**src/design/pal_pkg.sv**
```systemverilog
// ----------------------------------------------------------------------------
// pal_pkg
// Shared types and codes for the positional array list: item kinds, result
// status codes and the command broadcast along the row of storage cells.
// ----------------------------------------------------------------------------
package pal_pkg;

  localparam int WORD_W = 32;
  localparam int POS_W  = 7;
  localparam int CAP_W  = 7;
  localparam int STAT_W = 2;

  localparam logic [CAP_W-1:0] CAP_RESET = 7'd64;

  typedef enum logic [1:0] {
    KIND_INS = 2'd0,
    KIND_DEL = 2'd1,
    KIND_RD  = 2'd2,
    KIND_NOP = 2'd3
  } pal_kind_t;

  typedef enum logic [STAT_W-1:0] {
    ST_DONE  = 2'd0,
    ST_FULL  = 2'd1,
    ST_RANGE = 2'd2,
    ST_EMPTY = 2'd3
  } pal_status_t;

  // Broadcast to every cell: which shift to apply and the word to insert.
  typedef struct packed {
    logic              ins;
    logic              del;
    logic [WORD_W-1:0] word;
  } pal_cmd_t;

endpackage

```
**src/design/pal_cell.sv**
```systemverilog
// ----------------------------------------------------------------------------
// pal_cell
// One list entry. On insert it takes its left neighbor's word when it sits
// above the position, or the new word at the position; on delete it takes
// its right neighbor's word from the position upward.
// ----------------------------------------------------------------------------
module pal_cell
  import pal_pkg::*;
#(
  parameter int IW = 7
) (
  input  logic              clk,
  input  pal_cmd_t          cmd,
  input  logic [IW-1:0]     pos,
  input  logic [IW-1:0]     idx,
  input  logic [WORD_W-1:0] left_data,
  input  logic [WORD_W-1:0] right_data,
  output logic [WORD_W-1:0] data
);

  logic [WORD_W-1:0] data_r;
  logic [WORD_W-1:0] data_nxt;

  always_comb begin
    data_nxt = data_r;
    if (cmd.ins) begin
      if (idx > pos) begin
        data_nxt = left_data;
      end else if (idx == pos) begin
        data_nxt = cmd.word;
      end
    end else if (cmd.del && (idx >= pos)) begin
      data_nxt = right_data;
    end
  end

  always_ff @(posedge clk) begin
    data_r <= data_nxt;
  end

  assign data = data_r;

endmodule

```
**config.mk**
```make
export PLATFORM = sky130hd
export DESIGN_NAME = pal_cell
export DESIGN_NICKNAME = d
export VERILOG_FILES = /design/src/design/pal_pkg.sv /design/src/design/pal_cell.sv
export SDC_FILE = /design/constraint.sdc
export NUM_CORES = 1
export LEC_CHECK = 0
export BUFFER_PORTS_ARGS = -buffer_cell sky130_fd_sc_hd__buf_2
export CAP_MARGIN = 25
export CORE_ASPECT_RATIO = 0.5
export CORE_MARGIN = 8
export CORE_UTILIZATION = 46
export CTS_CLUSTER_SIZE = 10
export DETAILED_ROUTE_END_ITERATION = 8
export GPL_TIMING_DRIVEN = 1
export PLACE_DENSITY_LB_ADDON = 0.08
export SLEW_MARGIN = 15
export SYNTH_ARGS = -nofsm -noshare
export SYNTH_HDL_FRONTEND = slang
export SYNTH_SLANG_ARGS = --single-unit
```
**constraint.sdc**
```tcl
create_clock -name clk -period 3.5 [get_ports clk]
set_input_delay 0.525 -clock clk [delete_from_list [all_inputs] [get_ports clk]]
set_output_delay 0.525 -clock clk [all_outputs]
set_load 0.02 [all_outputs]
```
==> flow_summary.ini <==
[clock_tree]
ctsRootBufferMaster = clkbuf_16
cts_sinks = 32
postCtsHoldBufs = 0
postCtsSetupBuffers = 0
cts_tree = built
cts_resized = 0
clock_path_buffers = 2
h-tree-depth = 2
clkTransAtPathRegs_ns = 0.06
cts_buffers = 5

[floorplan]
io_pins = 145
die_h_um = 71.3
die_w_um = 127
start_util = 0.470
core.rowCount = 20
dieArea_mm2 = 0.00902
core_area_mm2 = 0.00598

[pwr]
peakVddDrop_uv = 178
p_leak_nw = 1.60
p_per_area_mw_per_mm2 = 388

[yosys]
synth_compound_gate_area_share = 0.264
yosys.area_share.simple = 0.189
syn_area_mm2 = 0.00281
synth_top_area_share = 0.342
synth_xor_area_frac = 0
synth-edff-count = 32
yosys_warnings = 0
synth_flop_cell = edfxtp_1
muxShareOfSynthArea = 0.114
ys_ff_latch = 32
synth_fp_nets = 439
ys_types = 25
yosysTopAreaCell = edfxtp_1
synthCells = 319
yosysMostFrequentCell = nor2_1
avgSynthCellArea_um2 = 8.81
yosys-top-cells-count = nor2_1 (34), nand2_1 (33)
synth_top_family_by_area = compound AO/OA/AOI/OAI gates
ys_seq_area_frac = 0.342
ys_async_sr_fraction = 0
synthAdderAreaFrac = 0.0312
synth_area_leaders = edfxtp_1 (34%), mux2i_1 (11%), a41oi_1 (10%)

[routing]
avgRoutedWirePerCell_um = 18.3
viasPerCell = 5.84
routed_wl_um = 9680
first_pass_iters = 5
via_count = 3092
initialDrtViolationCount = 196
detail-route-antenna-nets = 0
route.detailed.drc = 0

[job]
maxCapViolCount = 0

[worst_setup_path]
path_max_fanout = 19
crit_required_ns = 3.60
slowest_stage = o211a_1
path_class = in -> reg
path_buf_inv = 3
critPathTopFamily = compound AO/OA/AOI/OAI gates
startpoint = pos[6]
critPathCaptureType = flip-flop
start_kind = input port
crit_arrival_ns = 2.44
critPathMaxStageDelay_ns = 0.54
crit_chain = buf_2 > inv_1 > ha_1 > a21oi_1 > o211a_1 > buf_4 > o21ai_0 > a41oi_1

[global_route]
grt_pass1_wl_um = 15500
grt_start_max_net_pins = 44
grt_usage = 0.208
antenna_found_initial = 0
grt_pass1_vias = 3206
grt_remaining_overflow = 0

[hold_path]
hp-class = in -> reg
holdPathStages = 3
min_from = right_data[2]
worstHoldEndpoint = data[2]

[cells_and_area]
largest_reg_flops = 32
antenna_cells = 0
drive_gt1_frac = 0.369
fin_nets = 572
fillers = 559
area_growth_pct = 32.9

[sta]
rsz0062_at_grt = no
slew_viol_final = 0
period_share = 0.669
max_slew.worst_pin.slew_ns = 0.734
max_freq_mhz = 427
tns_ns = 0
hold_violations = 0
setup_viol = 0
min_period_ns = 2.34
maxSlewHeadroom = 0.511
hold-worst-slack_ns = 0.621
setup_slack_ns = 1.16

[placed_design]
pre_cts_ws_ns = 0.897
gp_congestion = 0.824
hpwl_um = 7290
portBuffers = 144

[status]
outcome = finished, final reports clean
-- cells in the final DEF, fill, tap and decap left out, drive strengths merged --
| cell | Yosys | final |
|---|---|---|
| buf | 6 | 159 |
| nor2 | 34 | 34 |
| nand2 | 33 | 33 |
| o21ai | 33 | 33 |
| nor3b | 32 | 32 |
| a21boi | 32 | 32 |
| mux2i | 32 | 32 |
| a41oi | 32 | 32 |
| edfxtp | 32 | 32 |
| inv | 7 | 7 |
| ha | 7 | 7 |
| clkbuf | 27 | 6 |
| a21oi | 2 | 2 |
| o211a | 2 | 2 |
| nand4 | 1 | 1 |
| nand3 | 1 | 1 |
| and3b | 1 | 1 |
| a21o | 1 | 1 |
| and4 | 1 | 1 |
| and3 | 1 | 1 |
| nor3 | 1 | 1 |
| o22a | 1 | 1 |
| clkinv | 0 | 1 |
-- how the worst max path moves through the flow --
stage | slack [ns] | end | cells past startpoint
finish | 1.16 | data[4] | 8
global route | 0.98 | data[10] | 8
CTS | 1.19 | data[4] | 8
detailed placement | 0.90 | data[4] | 7
global placement | 0.99 | data[17] | 8
floorplan | 0.72 | data[0] | 8
-- where the power goes --
group	leakage (nW)	switching (mW)	internal [mW]
sequential	0.310	0.0153	0.501
clock	0.0667	0.165	0.259
combinational	1.22	0.305	0.204
total	1.60	0.485	0.964
-- stage by stage --
stage | instance area (µm²) | std cells | util | power [mW]
floorplan | 2810 | 319 | - | 0.842
global placement | 3600 | 522 | 0.602 | 1.02
detailed placement | 3600 | 522 | 0.602 | 1.03
CTS | 3740 | 529 | 0.625 | 1.46
global route | 3740 | 529 | 0.625 | 1.52
finish | 3740 | 529 | 0.625 | 1.45
-- cell type report --
type | count | area, µm² | area share
inverters | 7 | 26.3 | 0.00703
clock inverters | 1 | 5.00 | 0.00134
flip-flops and latches | 32 | 961 | 0.257
well taps | 77 | 96.3 | 0.0258
clock buffers | 6 | 129 | 0.0345
multi-input cells | 247 | 1690 | 0.451
repair buffers | 159 | 833 | 0.223
-- per-layer routing --
layer / part of all wire / global-route usage / vias to the layer above
met5: 0 / 0 / -
met4: 0.0035 / 0.0449 / 0
met3: 0.090 / 0.0688 / 6
met2: 0.49 / 0.351 / 138
met1: 0.41 / 0.253 / 1480
li1: - / - / 1468
-- cell families (layout without fill, tap and decap cells) --
| logic type | Yosys count | count (layout) |
|---|---|---|
| compound gates | 103 | 103 |
| fa+ha+maj | 7 | 7 |
| buf+inv | 40 | 173 |
| flops | 32 | 32 |
| mux | 32 | 32 |
| simple gates | 105 | 105 |
Power figures use the tool's default switching activity.
